File: config.mk
export PLATFORM = sky130hd
export DESIGN_NAME = image_relocation_fixup
export DESIGN_NICKNAME = d
export VERILOG_FILES = /design/src/hw/rtl/rif_pkg.sv /design/src/hw/rtl/rif_sect_table.sv /design/src/hw/rtl/rif_remap.sv /design/src/hw/rtl/image_relocation_fixup.sv
export SDC_FILE = /design/constraint.sdc
export NUM_CORES = 1
export LEC_CHECK = 0
export ABC_CLOCK_PERIOD_IN_PS = 8100
export BUFFER_PORTS_ARGS = -buffer_cell sky130_fd_sc_hd__clkbuf_2
export CORE_MARGIN = 2
export CORE_UTILIZATION = 35
export CTS_CLUSTER_SIZE = 24
export DETAILED_ROUTE_END_ITERATION = 16
export PLACE_DENSITY = 0.52
export RECOVER_POWER = 50
export SLEW_MARGIN = 20
export SYNTH_ARGS = -nofsm -noshare
export SYNTH_HDL_FRONTEND = slang
export SYNTH_SLANG_ARGS = --single-unit
File: constraint.sdc
create_clock -name aclk -period 8.1 [get_ports aclk]
set_input_delay 0.405 -clock aclk [delete_from_list [all_inputs] [get_ports aclk]]
set_output_delay 0.405 -clock aclk [all_outputs]
set_load 0.02 [all_outputs]
File: src/hw/rtl/rif_pkg.sv
package rif_pkg;

    // section table geometry
    localparam int MAX_SECTIONS = 8;
    localparam int SECT_IDX_W   = (MAX_SECTIONS > 1) ? $clog2(MAX_SECTIONS) : 1;
    localparam int SECT_CNT_W   = $clog2(MAX_SECTIONS + 1);

    localparam logic [31:0] ROM_BASE_RESET = 32'h4020_0800;
    localparam logic [31:0] IMM_KEEP_MASK  = 32'hFBF0_8F00;

    // command codes
    localparam logic CMD_LOAD  = 1'b0;
    localparam logic CMD_RELOC = 1'b1;

    // relocation type codes
    localparam logic [3:0] RELOC_ABS       = 4'd0;
    localparam logic [3:0] RELOC_HIGHLOW   = 4'd3;
    localparam logic [3:0] RELOC_MOVW_MOVT = 4'd7;

    typedef struct packed {
        logic        command;
        logic [2:0]  section_index;
        logic [31:0] section_start_in;
        logic [31:0] section_size_in;
        logic        section_kept_in;
        logic [3:0]  reloc_type;
        logic [31:0] first_word;
        logic [31:0] second_word;
    } rif_in_t;

    typedef struct packed {
        logic [31:0] first_word_out;
        logic [31:0] second_word_out;
        logic        type_error;
    } rif_out_t;

    typedef struct packed {
        logic [31:0] start;
        logic [31:0] size;
        logic        kept;
    } rif_sect_t;

    typedef struct packed {
        logic        start;
        logic [31:0] addr;
    } rif_scan_req_t;

    typedef struct packed {
        logic        done;
        logic [31:0] result;
    } rif_scan_rsp_t;

    // movw/movt immediate: imm4 19:16, i 26, imm3 14:12, imm8 7:0
    function automatic logic [15:0] decode_imm16(input logic [31:0] w);
        return {w[19:16], w[26], w[14:12], w[7:0]};
    endfunction

    function automatic logic [31:0] encode_imm16(input logic [31:0] w,
                                                 input logic [15:0] v);
        logic [31:0] imm;
        imm        = '0;
        imm[19:16] = v[15:12];
        imm[26]    = v[11];
        imm[14:12] = v[10:8];
        imm[7:0]   = v[7:0];
        return (w & IMM_KEEP_MASK) | imm;
    endfunction

endpackage

File: src/hw/rtl/rif_sect_table.sv
module rif_sect_table (
    input  logic                                aclk,
    input  logic                                aresetn,
    input  logic                                wr_en,
    input  logic [2:0]                          wr_index,
    input  rif_pkg::rif_sect_t                  wr_entry,
    input  logic [rif_pkg::SECT_IDX_W-1:0]      rd_addr,
    output rif_pkg::rif_sect_t                  rd_data,
    output logic [rif_pkg::SECT_CNT_W-1:0]      count
);

    rif_pkg::rif_sect_t                 mem [rif_pkg::MAX_SECTIONS];
    logic [rif_pkg::MAX_SECTIONS-1:0]   valid_reg;
    logic [rif_pkg::SECT_CNT_W-1:0]     count_reg;
    rif_pkg::rif_sect_t                 rd_data_reg;
    logic                               wr_ok;
    logic [rif_pkg::SECT_IDX_W-1:0]     wr_addr;

    // out-of-range slots are dropped
    assign wr_ok   = wr_en && (int'(wr_index) < rif_pkg::MAX_SECTIONS);
    assign wr_addr = rif_pkg::SECT_IDX_W'(wr_index);

    always_ff @(posedge aclk) begin
        if (wr_ok) begin
            mem[wr_addr] <= wr_entry;
        end
        // never-loaded slots read as zero
        if (valid_reg[rd_addr]) begin
            rd_data_reg <= mem[rd_addr];
        end else begin
            rd_data_reg <= '0;
        end
    end

    always_ff @(posedge aclk) begin
        if (!aresetn) begin
            valid_reg <= '0;
            count_reg <= '0;
        end else if (wr_ok) begin
            valid_reg[wr_addr] <= 1'b1;
            count_reg          <= rif_pkg::SECT_CNT_W'(int'(wr_index) + 1);
        end
    end

    assign rd_data = rd_data_reg;
    assign count   = count_reg;

endmodule

File: src/hw/rtl/rif_remap.sv
module rif_remap (
    input  logic                                aclk,
    input  logic                                aresetn,
    input  rif_pkg::rif_scan_req_t              req,
    input  logic [31:0]                         rom_base,
    input  logic [rif_pkg::SECT_CNT_W-1:0]      count,
    output logic [rif_pkg::SECT_IDX_W-1:0]      rd_addr,
    input  rif_pkg::rif_sect_t                  rd_data,
    output rif_pkg::rif_scan_rsp_t              rsp
);

    typedef enum logic [5:0] {
        R_IDLE  = 6'b000001,
        R_READ  = 6'b000010,
        R_CHECK = 6'b000100,
        R_ACC   = 6'b001000,
        R_BASE  = 6'b010000,
        R_DONE  = 6'b100000
    } rmp_state_t;

    rmp_state_t                     state_reg, state_next;
    logic [rif_pkg::SECT_CNT_W-1:0] idx_reg, idx_next, idx_inc;
    logic [31:0]                    addr_reg, addr_next;
    logic [31:0]                    off_reg, off_next;
    logic [31:0]                    diff_reg, diff_next;
    logic                           hit_reg, hit_next;
    logic [31:0]                    result_reg, result_next;

    // shared adder
    logic [31:0] alu_a, alu_b;
    logic        alu_cin;
    logic [32:0] alu_sum;

    assign idx_inc = idx_reg + rif_pkg::SECT_CNT_W'(1);
    assign alu_sum = {1'b0, alu_a} + {1'b0, alu_b} + {32'd0, alu_cin};

    always_comb begin
        alu_a   = off_reg;
        alu_b   = rom_base;
        alu_cin = 1'b0;
        case (state_reg)
            R_CHECK: begin
                // addr - start, carry out set when addr >= start
                alu_a   = addr_reg;
                alu_b   = ~rd_data.start;
                alu_cin = 1'b1;
            end
            R_ACC: begin
                alu_a = off_reg;
                if (hit_reg) begin
                    alu_b = diff_reg;
                end else if (rd_data.kept) begin
                    alu_b = rd_data.size;
                end else begin
                    alu_b = '0;
                end
            end
            default: begin
                alu_a = off_reg;
                alu_b = rom_base;
            end
        endcase
    end

    always_comb begin
        state_next  = state_reg;
        idx_next    = idx_reg;
        addr_next   = addr_reg;
        off_next    = off_reg;
        diff_next   = diff_reg;
        hit_next    = hit_reg;
        result_next = result_reg;
        rd_addr     = idx_reg[rif_pkg::SECT_IDX_W-1:0];
        case (state_reg)
            R_IDLE: begin
                if (req.start) begin
                    addr_next = req.addr;
                    idx_next  = '0;
                    off_next  = '0;
                    if (count == '0) begin
                        state_next = R_BASE;
                    end else begin
                        state_next = R_READ;
                    end
                end
            end
            R_READ: begin
                state_next = R_CHECK;
            end
            R_CHECK: begin
                // inside when start <= addr and addr - start < size
                diff_next  = alu_sum[31:0];
                hit_next   = alu_sum[32] && (alu_sum[31:0] < rd_data.size);
                state_next = R_ACC;
            end
            R_ACC: begin
                off_next = alu_sum[31:0];
                // prefetch next entry while accumulating
                rd_addr  = idx_inc[rif_pkg::SECT_IDX_W-1:0];
                if (hit_reg || idx_inc == count) begin
                    state_next = R_BASE;
                end else begin
                    idx_next   = idx_inc;
                    state_next = R_CHECK;
                end
            end
            R_BASE: begin
                result_next = alu_sum[31:0];
                state_next  = R_DONE;
            end
            R_DONE: begin
                state_next = R_IDLE;
            end
            default: begin
                state_next = R_IDLE;
            end
        endcase
    end

    always_ff @(posedge aclk) begin
        if (!aresetn) begin
            state_reg <= R_IDLE;
        end else begin
            state_reg <= state_next;
        end
    end

    always_ff @(posedge aclk) begin
        idx_reg    <= idx_next;
        addr_reg   <= addr_next;
        off_reg    <= off_next;
        diff_reg   <= diff_next;
        hit_reg    <= hit_next;
        result_reg <= result_next;
    end

    assign rsp.done   = (state_reg == R_DONE);
    assign rsp.result = result_reg;

    a_start_idle: assert property (@(posedge aclk) disable iff (!aresetn)
        req.start |-> state_reg == R_IDLE)
        else $error("scan started while busy");

    a_idx_in_range: assert property (@(posedge aclk) disable iff (!aresetn)
        state_reg == R_CHECK |-> idx_reg < count)
        else $error("scan index past section count");

    a_done_after_base: assert property (@(posedge aclk) disable iff (!aresetn)
        state_reg == R_DONE |-> $past(state_reg) == R_BASE)
        else $error("done without base add");

    a_check_keeps_off: assert property (@(posedge aclk) disable iff (!aresetn)
        state_reg == R_CHECK |=> $stable(off_reg))
        else $error("offset changed during range check");

endmodule

File: src/hw/rtl/image_relocation_fixup.sv
// channel   | direction | handshake          | payload
// ----------+-----------+--------------------+-------------------------------
// s_        | in        | s_valid / s_ready  | rif_in_t: load or relocate
// m_        | out       | m_valid / m_ready  | rif_out_t: one per relocate
// cfg_      | in        | cfg_wr_en          | rom_base, no wait, no read-back
//
// loads: section load requests can follow back to back.
// a type 3 or type 7 relocation visits the sections in order up to and including
// the hit (all loaded sections on a miss), at most eight; its cost is the
// section scan through the one shared 33-bit adder.
// type 0 and unknown types skip the scan.
// reset: synchronous active-low aresetn empties the section table (valid bits
// and count) and sets rom_base to 0x40200800.
// stalls: a held result in the output register does not block loads or the
// next scan; only the final write of a new result waits for m_ready.
module image_relocation_fixup (
    input  logic                aclk,
    input  logic                aresetn,
    input  logic                s_valid,
    output logic                s_ready,
    input  rif_pkg::rif_in_t    s_data,
    output logic                m_valid,
    input  logic                m_ready,
    output rif_pkg::rif_out_t   m_data,
    input  logic                cfg_wr_en,
    input  logic [31:0]         cfg_wr_data
);

    typedef enum logic [2:0] {
        T_IDLE = 3'b001,
        T_SCAN = 3'b010,
        T_OUT  = 3'b100
    } top_state_t;

    top_state_t                     state_reg, state_next;
    logic [3:0]                     type_reg, type_next;
    logic [31:0]                    w1_reg, w1_next;
    logic [31:0]                    w2_reg, w2_next;
    logic [31:0]                    rom_base_reg;
    logic                           m_valid_reg, m_valid_next;
    rif_pkg::rif_out_t              m_data_reg, m_data_next;

    logic                           accept;
    logic                           load_req;
    logic                           reloc_req;
    logic                           needs_scan;
    rif_pkg::rif_sect_t             wr_entry;
    rif_pkg::rif_sect_t             rd_data;
    logic [rif_pkg::SECT_IDX_W-1:0] rd_addr;
    logic [rif_pkg::SECT_CNT_W-1:0] count;
    rif_pkg::rif_scan_req_t         scan_req;
    rif_pkg::rif_scan_rsp_t         scan_rsp;
    rif_pkg::rif_out_t              out_word;
    logic                           out_free;

    assign s_ready   = (state_reg == T_IDLE);
    assign accept    = s_valid && s_ready;
    assign load_req  = accept && (s_data.command == rif_pkg::CMD_LOAD);
    assign reloc_req = accept && (s_data.command == rif_pkg::CMD_RELOC);

    // only pointer and movw/movt relocations go through the section scan
    assign needs_scan = (s_data.reloc_type == rif_pkg::RELOC_HIGHLOW) ||
                        (s_data.reloc_type == rif_pkg::RELOC_MOVW_MOVT);

    assign wr_entry.start = s_data.section_start_in;
    assign wr_entry.size  = s_data.section_size_in;
    assign wr_entry.kept  = s_data.section_kept_in;

    // scan target: the pointer itself, or the movw immediate
    assign scan_req.start = reloc_req && needs_scan;
    assign scan_req.addr  = (s_data.reloc_type == rif_pkg::RELOC_MOVW_MOVT) ?
                            {16'd0, rif_pkg::decode_imm16(s_data.first_word)} :
                            s_data.first_word;

    rif_sect_table u_table (
        .aclk     (aclk),
        .aresetn  (aresetn),
        .wr_en    (load_req),
        .wr_index (s_data.section_index),
        .wr_entry (wr_entry),
        .rd_addr  (rd_addr),
        .rd_data  (rd_data),
        .count    (count)
    );

    rif_remap u_remap (
        .aclk     (aclk),
        .aresetn  (aresetn),
        .req      (scan_req),
        .rom_base (rom_base_reg),
        .count    (count),
        .rd_addr  (rd_addr),
        .rd_data  (rd_data),
        .rsp      (scan_rsp)
    );

    // result patching from the held request and the remapped address
    always_comb begin
        out_word.first_word_out  = w1_reg;
        out_word.second_word_out = w2_reg;
        out_word.type_error      = 1'b0;
        case (type_reg)
            rif_pkg::RELOC_ABS: begin
                out_word.type_error = 1'b0;
            end
            rif_pkg::RELOC_HIGHLOW: begin
                out_word.first_word_out = scan_rsp.result;
            end
            rif_pkg::RELOC_MOVW_MOVT: begin
                out_word.first_word_out  =
                    rif_pkg::encode_imm16(w1_reg, scan_rsp.result[15:0]);
                out_word.second_word_out =
                    rif_pkg::encode_imm16(w2_reg, scan_rsp.result[31:16]);
            end
            default: begin
                // unknown type: words unchanged, flag raised
                out_word.type_error = 1'b1;
            end
        endcase
    end

    assign out_free = !m_valid_reg || m_ready;

    always_comb begin
        state_next   = state_reg;
        type_next    = type_reg;
        w1_next      = w1_reg;
        w2_next      = w2_reg;
        m_data_next  = m_data_reg;
        m_valid_next = m_valid_reg && !m_ready;
        case (state_reg)
            T_IDLE: begin
                if (reloc_req) begin
                    type_next = s_data.reloc_type;
                    w1_next   = s_data.first_word;
                    w2_next   = s_data.second_word;
                    if (needs_scan) begin
                        state_next = T_SCAN;
                    end else begin
                        state_next = T_OUT;
                    end
                end
            end
            T_SCAN: begin
                if (scan_rsp.done) begin
                    state_next = T_OUT;
                end
            end
            T_OUT: begin
                if (out_free) begin
                    m_data_next  = out_word;
                    m_valid_next = 1'b1;
                    state_next   = T_IDLE;
                end
            end
            default: begin
                state_next = T_IDLE;
            end
        endcase
    end

    always_ff @(posedge aclk) begin
        if (!aresetn) begin
            state_reg    <= T_IDLE;
            m_valid_reg  <= 1'b0;
            rom_base_reg <= rif_pkg::ROM_BASE_RESET;
        end else begin
            state_reg   <= state_next;
            m_valid_reg <= m_valid_next;
            if (cfg_wr_en) begin
                rom_base_reg <= cfg_wr_data;
            end
        end
    end

    always_ff @(posedge aclk) begin
        type_reg   <= type_next;
        w1_reg     <= w1_next;
        w2_reg     <= w2_next;
        m_data_reg <= m_data_next;
    end

    assign m_valid = m_valid_reg;
    assign m_data  = m_data_reg;

endmodule

==> run_results.csv, run 1 <==
group,metric,value,unit
outcome,status,"complete, but fails checks",
outcome,violations,"capacitance limit, slew limit",
place,dpl.hpwl,63880,µm
finish,fin_util,41.94,%
power_and_ir_drop,p_clk_share,43.6,%
setup_path,crit_start,"u_remap.state_reg[3]",
clock_network,worstSkewPairLatency,0.67,ns
clock_network,cts_buffer_depth,3,
timing,tightest_slew,2.811,ns
logic_synthesis,ys_seq_area_share,71.06,%
drt,drc,0,
logic_synthesis,synth_edf_count,786,
drt,detail_route.wl_per_cell,22.01,µm
grt,grt_pass1_vias,22700,
finish,design_area,0.04346,mm²
place,dpl-instance-area,0.03937,mm²
finish,fillers,9816,
timing,setup_violations,0,
hold_path,min_path_cells,3,
power_and_ir_drop,p_seq_share,50.7,%
finish,syn2layout_area_growth,18.85,%
power_and_ir_drop,p_per_area,236.1,mW/mm²
setup_path,worstSetupPathType,"flip-flop to flip-flop",
die,io_pins,241,
setup_path,r2r_cells,18,
timing,tns,0,ns
die,rows,118,
clock_network,cts_setup_buffers,0,
timing,slew_headroom,-87.42,%
setup_path,slowest_stage,"clkbuf_1",
setup_path,crit_fanout,36,
drt,first_iter_violations,1788,
setup_path,r2r-start,"u_remap.state_reg[3]",
grt,antenna_found_initial,15,
finish,drive_gt1_share,9.764,%
logic_synthesis,synth_warnings,0,
grt,grt_usage,18.99,%
power_and_ir_drop,fin_total_pwr,10260,µW
logic_synthesis,synth_top_flop_cell,"edfxtp_1",
power_and_ir_drop,ir_drop,0.1622,mV
die,start_util,35.28,%
hold_path,min_path_type,"primary input to flip-flop",
timing,slew_viol_final,246,
drt,postRouteWirelength,103200,µm
logic_synthesis,synthCells,2878,
place,gp_congestion,0.9327,
drt,drtPass1Iterations,5,
setup_path,timing.rr.end,"u_remap.hit_reg",
logic_synthesis,synth_top_area_share,64.54,%
setup_path,cp-start-kind,"flip-flop",
die,dieArea,0.1071,mm²
setup_path,end_kind,"flip-flop",
logic_synthesis,yosys-top-cells-area,"edfxtp_1 65%, nand2_1 7.6%, dfxtp_1 6.5%, nand3_1 3.7%, ha_1 2.2%",
timing,hold_viol_final,0,
place,portBuffers,240,
clock_network,cts.sinks,905,
clock_network,cts_resized,0,
die,core,0.1036,mm²
logic_synthesis,async_flop_share,0,%
timing,holdWs,0.03666,ns
timing,rsz0062_at_grt,"false",
die,chipWidth,327.2,µm
clock_network,holdBufCountCts,112,
grt,grt-ovfl-total,0,
clock_network,root_buffer,"clkbuf_16",
hold_path,holdCritStartpoint,"cfg_wr_data[0]",
power_and_ir_drop,power.internal,8001,µW
timing,finClkSkew,0.02278,ns
power_and_ir_drop,combPwrFrac,5.6,%
timing,fin_crit,6.211,ns
logic_synthesis,ys_ff_latch,905,
logic_synthesis,synth_area_per_cell,12.71,µm²
clock_network,cts_tree,"built",
drt,route.vias.total,23420,
logic_synthesis,synth_nets,3118,
logic_synthesis,synth_area_leader_cell,"edfxtp_1",
grt,grt_start_max_net_pins,139,
die,die_y,327.2,µm
hold_path,whs_endpoint,"rom_base_reg[0]",
clock_network,cts_made_buffers,98,
clock_network,clkTransAtPathRegs,0.07,ns
power_and_ir_drop,switchingPower,2261,µW
setup_path,required,8.60,ns
drt,vias_per_cell,4.993,
setup_path,reg2reg_slack,1.89,ns
logic_synthesis,synth_cell_type_count,61,
setup_path,crit_path_max_incr_delay,1.53,ns
power_and_ir_drop,leakage,0.01533,µW
timing,fmax,161.0,MHz
flow_run,cap_violations,8,
timing,layout_worst_path_cycle_share,76.67,%
setup_path,cp_cell_sequence,"nor3_1 > nand3_2 > inv_1 > buf_4 > clkbuf_1 > nand2_1 > nand2_1 > ha_1 > o2111a_1 > o21ai_1 > o31ai_1 > xor2_1 > ha_1 > a21o_1 > a21o_1 > a211oi_1 > o31ai_1 > a211oi_1",
logic_synthesis,synth_common_cells,"786 x edfxtp_1, 741 x nand2_1, 268 x nand3_1",
setup_path,critPathArrivalTime,6.71,ns
drt,final_antenna_net_count,0,
grt,grt_pass1_wl,151800,µm
clock_network,htree_levels,3,
power_and_ir_drop,swShare,22.03,%
finish,nNetsFinal,3465,
finish,largest_register_ffs,520,
logic_synthesis,syn_area,0.03657,mm²
logic_synthesis,yosysMostFrequentCell,"edfxtp_1",
-- worst max path at each step --
| stage | slack (ns) | cells past startpoint | end |
|---|---|---|---|
| 3_5_place_dp | 2.55 | 23 | u_remap.hit_reg |
| 5_1_grt | 1.29 | 19 | u_remap.hit_reg |
| 4_1_cts | 2.52 | 23 | u_remap.hit_reg |
| 2_1_floorplan | 1.63 | 6 | u_table.mem[2][0] |
| 3_3_place_gp | 2.58 | 23 | u_remap.hit_reg |
| 6_report | 1.89 | 18 | u_remap.hit_reg |
-- metrics by stage --
step,cells,setup slack [ns]
detailed placement,4393,2.545
CTS,4688,2.522
floorplan,2878,1.630
finish,4691,1.889
global placement,4393,2.585
global route,4690,1.285
-- layout make-up --
class,count,area (µm²),area share [%]
Sequential cell,905,25980,59.78
Multi-Input combinational cell,1773,9872,22.71
Clock buffer,128,2706,6.227
Timing Repair Buffer,400,2462,5.665
Tap cell,1380,1727,3.973
Clock inverter,55,528.0,1.215
Inverter,47,176.4,0.4059
Antenna cell,3,7.507,0.01727
-- cell families (layout without fill, tap and decap cells) --
logic type               after synthesis  in the layout  share of synthesized area (%)
buffers and inverters                200            630                          2.282
other                                  0              3                              0
AND/OR/NAND/NOR                     1330           1330                          16.11
AO/OA/AOI/OAI                        246            246                          4.660
adder cells (fa/ha/maj)               66             66                          2.299
flip-flops                           905            905                          71.06
XOR/XNOR                              38             38                         0.9101
multiplexers                          93             93                          2.682
-- routing by layer --
layer  GRT usage (%)  vias to the layer above  routed length, µm
li1                -                    11090                  -
met1           26.57                    11500              46650
met2           30.35                      663              47570
met3           3.627                      140               6693
met4           4.996                       22               2178
met5               0                        -                141
-- power groups by stage --
stage          logic (µW)  clock network, µW  registers (µW)
2_1_floorplan         317                  0            5300
3_3_place_gp          534                  0            5300
3_5_place_dp          539                  0            5300
4_1_cts               589               4570            5210
5_1_grt               642               4750            5210
6_report              577               4480            5210
-- cell usage in the layout (no fill, tap or decap), types with 15 or more instances in the layout --
cell / instances
edfxtp_1: 786
nand2_1: 741
nand3_1: 267
clkbuf_1: 193
dfxtp_1: 119
dlygate4sd3_1: 112
nor2_1: 101
clkbuf_16: 99
nand4_1: 75
clkbuf_2: 74
ha_1: 64
a21oi_1: 51
mux2i_1: 51
inv_1: 46
nor2b_1: 41
and2_1: 41
mux2_2: 40
buf_4: 36
o21ai_0: 34
o221ai_1: 33
a22oi_1: 30
xnor2_1: 23
a21o_1: 23
clkinv_2: 18
clkinv_1: 16
o21a_1: 16
xor2_1: 15
-- critical path: cells and delay by family, from the launching register on --
family                   cells  cell delay [ns]
AO/OA/AOI/OAI                8             2.09
buffers and inverters        3             1.98
AND/OR/NAND/NOR              4             0.66
adder cells (fa/ha/maj)      2             0.58
XOR/XNOR                     1             0.38
flip-flops                   1             0.35
Note: power is estimated with default switching activity, not from simulation.
==> run 2, diff against run 1 <==
- ABC_CLOCK_PERIOD_IN_PS: 8100 -> 5900
- PLACE_DENSITY: 0.52 -> 0.5
- clock period: 8.1 -> 5.9 ns (I/O delays scaled with it)
==> run_results.csv, run 2 (same netlist as run 1, synthesis figures left out) <==
group,metric,value,unit
timing,hold_viol_final,0,
timing,layout_worst_path_cycle_share,91.61,%
place,gp_congestion,0.9004,
setup_path,required,6.40,ns
grt,grt-ovfl-total,0,
outcome,violations,"capacitance limit, slew limit",
finish,multiInputGateArea,0.009882,mm²
timing,slew_viol_final,146,
grt,grt_pass1_wl,154400,µm
setup_path,cp-start-kind,"flip-flop",
timing,setup_violations,0,
die,chipWidth,327.2,µm
drt,vias_per_cell,5.023,
finish,largest_register_ffs,520,
clock_network,cts_tree,"built",
timing,finClkSkew,0.02405,ns
power_and_ir_drop,p_per_area,322.0,mW/mm²
die,core,0.1036,mm²
clock_network,htree_levels,3,
timing,slew_headroom,-137.0,%
outcome,status,"complete, but fails checks",
drt,drc,0,
finish,drive_gt1_share,9.570,%
setup_path,worstSetupPathType,"flip-flop to flip-flop",
clock_network,clkTransAtPathRegs,0.06,ns
clock_network,cts_made_buffers,100,
power_and_ir_drop,leakage,0.01564,µW
flow_run,cap_violations,4,
hold_path,min_path_type,"primary input to flip-flop",
finish,final_cells,4756,
drt,drtPass1Iterations,6,
drt,final_antenna_net_count,0,
clock_network,cts.sinks,905,
grt,grt_start_max_net_pins,98,
place,portBuffers,240,
drt,first_iter_violations,1900,
finish,final_common_cell,"edfxtp_1",
finish,syn2layout_area_growth,21.02,%
die,die_y,327.2,µm
finish,final_cell_mix,"786 x edfxtp_1, 741 x nand2_1, 267 x nand3_1",
timing,layout_setup_ws,0.4950,ns
finish,regArea,0.02598,mm²
finish,nNetsFinal,3530,
clock_network,cts_buffer_depth,3,
timing,rsz0062_at_grt,"false",
timing,fmax,185.0,MHz
grt,grt_pass1_vias,23710,
clock_network,worstSkewPairLatency,0.68,ns
drt,detail_route.wl_per_cell,21.98,µm
die,dieArea,0.1071,mm²
grt,grt_usage,19.25,%
power_and_ir_drop,ir_drop,0.2156,mV
grt,antenna_found_initial,14,
drt,route.vias.total,23890,
timing,fin_crit,5.405,ns
setup_path,crit_fanout,34,
place,dp_cells,4399,
die,io_pins,241,
drt,postRouteWirelength,104500,µm
die,rows,118,
finish,fillers,9633,
clock_network,root_buffer,"clkbuf_16",
die,start_util,35.28,%
setup_path,end_kind,"flip-flop",
place,dpl.hpwl,65920,µm
place,dp_slack,0.4096,ns
clock_network,cts_setup_buffers,0,
timing,tightest_slew,3.556,ns
setup_path,critPathArrivalTime,5.91,ns
[run 2: cell types whose count changed in the layout (fill, tap and decap cells not counted), moves of 3 or more]
cell           previous run  this run
and2_1                   41        35
clkinv_2                 18        12
dlygate4sd3_1           112       169
clkbuf_8                 12         6
clkbuf_1                193       200
buf_12                    2         9
buf_4                    36        39
and2_0                    5        11
clkbuf_2                 74        70
[run 2: what timing repair did]
action / in CTS / in global routing
endpoints found under the setup margin: 0 / 1
gates resized for setup: 0 / 1
hold buffers: 169 / 0
hold endpoints to repair: 655 / 0
[run 2: layout make-up]
type                    count  area share (%)
flip-flops and latches    905           58.71
inverters                  47          0.3986
clock inverters            55           1.351
multi-input cells        1773           22.33
clock buffers             132           6.109
repair buffers            463           7.192
diodes                      1        0.005654
well taps                1380           3.901
[run 2: critical path: stages, from the launching register on]
cell	delay, ns
dfxtp_1	0.36
nor3_1	0.29
nand3_2	0.16
inv_2	0.23
buf_4	0.49
buf_4	0.42
nand2_1	0.09
nand2_1	0.08
ha_1	0.22
nand2_1	0.12
a211oi_1	0.24
o21ai_1	0.14
o31ai_1	0.62
xor2_1	0.43
ha_1	0.33
a21o_1	0.18
a21o_1	0.17
a211oi_1	0.22
o31ai_1	0.13
a211oi_1	0.26
[run 2: power breakdown]
part,leakage (µW),total (µW),switching (µW),internal (µW)
combinational,0.00599,851,519,332
sequential,0.00806,7150,51.2,7100
clock,0.00159,6250,2570,3680
total,0.0156,14300,3140,11100
[run 2: per-stage QoR]
step	power [µW]	hold slack, ns	setup TNS (ns)	util, %	area [µm²]
global placement	8035	0.4018	0	38.13	39520
finish	14250	0.07424	0	42.70	44260
detailed placement	8052	0.4045	0	38.13	39520
floorplan	7713	0.3852	-108.08	-	36580
global route	14750	0.1125	0	42.70	44260
CTS	14430	0.03108	0	42.95	44510
[run 2: final timing paths]
| kind | startpoint | end | slack, ns | depth (start not counted) |
|---|---|---|---|---|
| worst max-delay path | u_remap.state_reg[1] | u_remap.hit_reg | 0.49 | 19 |
| worst min-delay path | s_valid | u_table.count[1] | 0.07 | 5 |
| worst max register to register | u_remap.state_reg[1] | u_remap.hit_reg | 0.49 | 19 |
| worst min register to register | w2_reg[25] | m_data[26] | 0.42 | 0 |
[run 2: layer usage]
layer / vias to the layer above / global-route usage (%) / share of wire [%]
met5: - / 0 / 0.091
met4: 16 / 4.926 / 2.0
met3: 140 / 3.076 / 5.7
met2: 698 / 31.84 / 47
met1: 11800 / 26.45 / 45
li1: 11240 / - / -
==> run 3, diff against run 2 <==
- CORE_ASPECT_RATIO: unset -> 1.2
- PLACE_DENSITY: 0.5 -> unset
==> run_results.csv, run 3 (same netlist as run 1, synthesis figures left out) <==
group,metric,value,unit
die,dieArea,0.1071,mm²
drt,final_antenna_net_count,0,
die,rows,129,
grt,grt-ovfl-total,0,
clock_network,cts_made_buffers,89,
timing,slew_viol_final,115,
place,portBuffers,240,
clock_network,cts_resized,0,
drt,drc,0,
finish,final_cells,4730,
clock_network,cts_tree,"built",
power_and_ir_drop,p_seq_share,52.7,%
setup_path,crit_fanout,31,
power_and_ir_drop,power.internal,10500,µW
timing,tightest_slew,3.034,ns
setup_path,required,6.40,ns
place,dpl-instance-area,0.03946,mm²
drt,drtPass1Iterations,6,
outcome,violations,"capacitance limit, slew limit",
power_and_ir_drop,ir_drop,0.2063,mV
setup_path,worstSetupPathType,"flip-flop to flip-flop",
drt,postRouteWirelength,99040,µm
finish,syn2layout_area_growth,19.69,%
flow_run,cap_violations,4,
setup_path,reg2reg_slack,0.55,ns
grt,grt_start_max_net_pins,126,
timing,slew_headroom,-102.3,%
clock_network,worstSkewPairLatency,0.67,ns
place,dpl.hpwl,62920,µm
setup_path,end_kind,"flip-flop",
outcome,status,"complete, but fails checks",
finish,largest_register_ffs,520,
finish,nNetsFinal,3515,
timing,setup_violations,0,
place,gp_congestion,0.9189,
power_and_ir_drop,swShare,22.56,%
grt,antenna_found_initial,20,
finish,final_cell_mix,"786 x edfxtp_1, 741 x nand2_1, 267 x nand3_1",
timing,rsz0062_at_grt,"false",
timing,hold_viol_final,0,
timing,layout_worst_path_cycle_share,90.76,%
finish,drive_gt1_share,9.251,%
setup_path,crit_end,"u_remap.hit_reg",
power_and_ir_drop,combPwrFrac,6.2,%
power_and_ir_drop,p_per_area,309.8,mW/mm²
clock_network,clkTransAtPathRegs,0.06,ns
clock_network,root_buffer,"clkbuf_16",
place,dp_cells,4392,
die,core,0.1033,mm²
grt,grt_pass1_wl,149500,µm
finish,fillers,9606,
die,io_pins,241,
finish,final_common_cell,"edfxtp_1",
hold_path,min_path_type,"primary input to flip-flop",
finish,fin_util,42.37,%
setup_path,r2r_cells,20,
die,chipWidth,299.1,µm
setup_path,crit_start,"u_remap.state_reg[1]",
power_and_ir_drop,p_clk_share,41.1,%
setup_path,cp-start-kind,"flip-flop",
drt,detail_route.wl_per_cell,20.94,µm
die,start_util,35.40,%
clock_network,cts_buffer_depth,3,
power_and_ir_drop,fin_total_pwr,13560,µW
setup_path,timing.rr.end,"u_remap.hit_reg",
setup_path,critPathArrivalTime,5.85,ns
die,die_y,358.1,µm
clock_network,htree_levels,3,
drt,first_iter_violations,1717,
clock_network,cts.sinks,905,
timing,finClkSkew,0.02740,ns
timing,holdWs,0.04268,ns
grt,grt_usage,18.36,%
drt,vias_per_cell,5.004,
timing,fin_crit,5.355,ns
timing,fmax,186.8,MHz
finish,design_area,0.04377,mm²
drt,route.vias.total,23670,
power_and_ir_drop,switchingPower,3058,µW
setup_path,r2r-start,"u_remap.state_reg[1]",
grt,grt_pass1_vias,23480,
power_and_ir_drop,leakage,0.01542,µW
==> run 3: cell types whose count changed in the layout (fill, tap and decap cells not counted), moves of 3 or more <==
cell | previous run | this run
buf_12 | 9 | 6
bufinv_16 | 10 | 3
clkbuf_16 | 101 | 91
clkinv_1 | 18 | 8
clkinv_16 | 1 | 4
clkinv_2 | 12 | 21
clkinvlp_4 | 8 | 5
diode_2 | 1 | 4
==> run 3: critical path, cell delays in order, from the launching register on <==
cell      delay (ns)
dfxtp_1         0.36
nor3_1          0.24
nand3_2         0.11
inv_1           0.34
nor2_2          0.09
buf_4           0.25
nand2_1         0.11
o221ai_1        0.13
ha_1            0.40
o211ai_1        0.11
o21bai_1        0.35
o2111a_1        0.31
o21ai_1         0.12
o31ai_1         0.61
xor2_1          0.38
ha_1            0.32
a21o_1          0.18
a21o_1          0.17
a211oi_1        0.24
o31ai_1         0.14
a211oi_1        0.25
==> run 3: power by group through the flow <==
stage          logic [µW]  clock network [µW]  registers (µW)
6_report              840                5570            7150
3_5_place_dp          751                   0            7280
5_1_grt               931                5960            7150
4_1_cts               855                5720            7140
3_3_place_gp          742                   0            7280
2_1_floorplan         436                   0            7280
==> run 3: how the worst min path moves through the flow <==
stage / depth (start not counted) / from / end
finish: 3 / cfg_wr_data[22] / rom_base_reg[22]
floorplan: 1 / s_data[133] / u_table.count[0]
CTS: 3 / cfg_wr_data[22] / rom_base_reg[22]
global route: 3 / cfg_wr_data[24] / rom_base_reg[24]
detailed placement: 0 / w2_reg[15] / m_data[16]
global placement: 0 / w2_reg[15] / m_data[16]
==> run 3: stage by stage <==
stage	setup slack [ns]	TNS, ns
after detailed placement	0.7092	0
final	0.5453	0
after CTS	0.7042	0
after global routing	0.1969	0
after floorplan	-0.5698	-108.08
after global placement	0.8045	0
==> run 3: layout make-up <==
| cell class | instances | area, µm² | area share (%) |
|---|---|---|---|
| multi-input combinational | 1773 | 9887 | 22.59 |
| timing repair buffer | 459 | 3102 | 7.086 |
| inverter | 47 | 176.4 | 0.4031 |
| tap | 1375 | 1720 | 3.930 |
| antenna | 4 | 10.01 | 0.02287 |
| sequential | 905 | 25980 | 59.37 |
| clock buffer | 119 | 2422 | 5.534 |
| clock inverter | 48 | 467.9 | 1.069 |
==> run 3: routing by layer <==
metal  GRT usage, %  part of all wire (%)  vias up
met5              0                  0.18        -
met4          5.650                   2.3       28
met3          3.017                   5.6      143
met2          31.34                    49      687
met1          23.98                    43    11630
li1               -                     -    11180
==> run 3: repair_timing <==
action                                  4_1_cts  5_1_grt
hold buffers                                167        0
setup buffers                                 0        0
hold endpoints to repair                    653        0
endpoints found under the setup margin        0        0
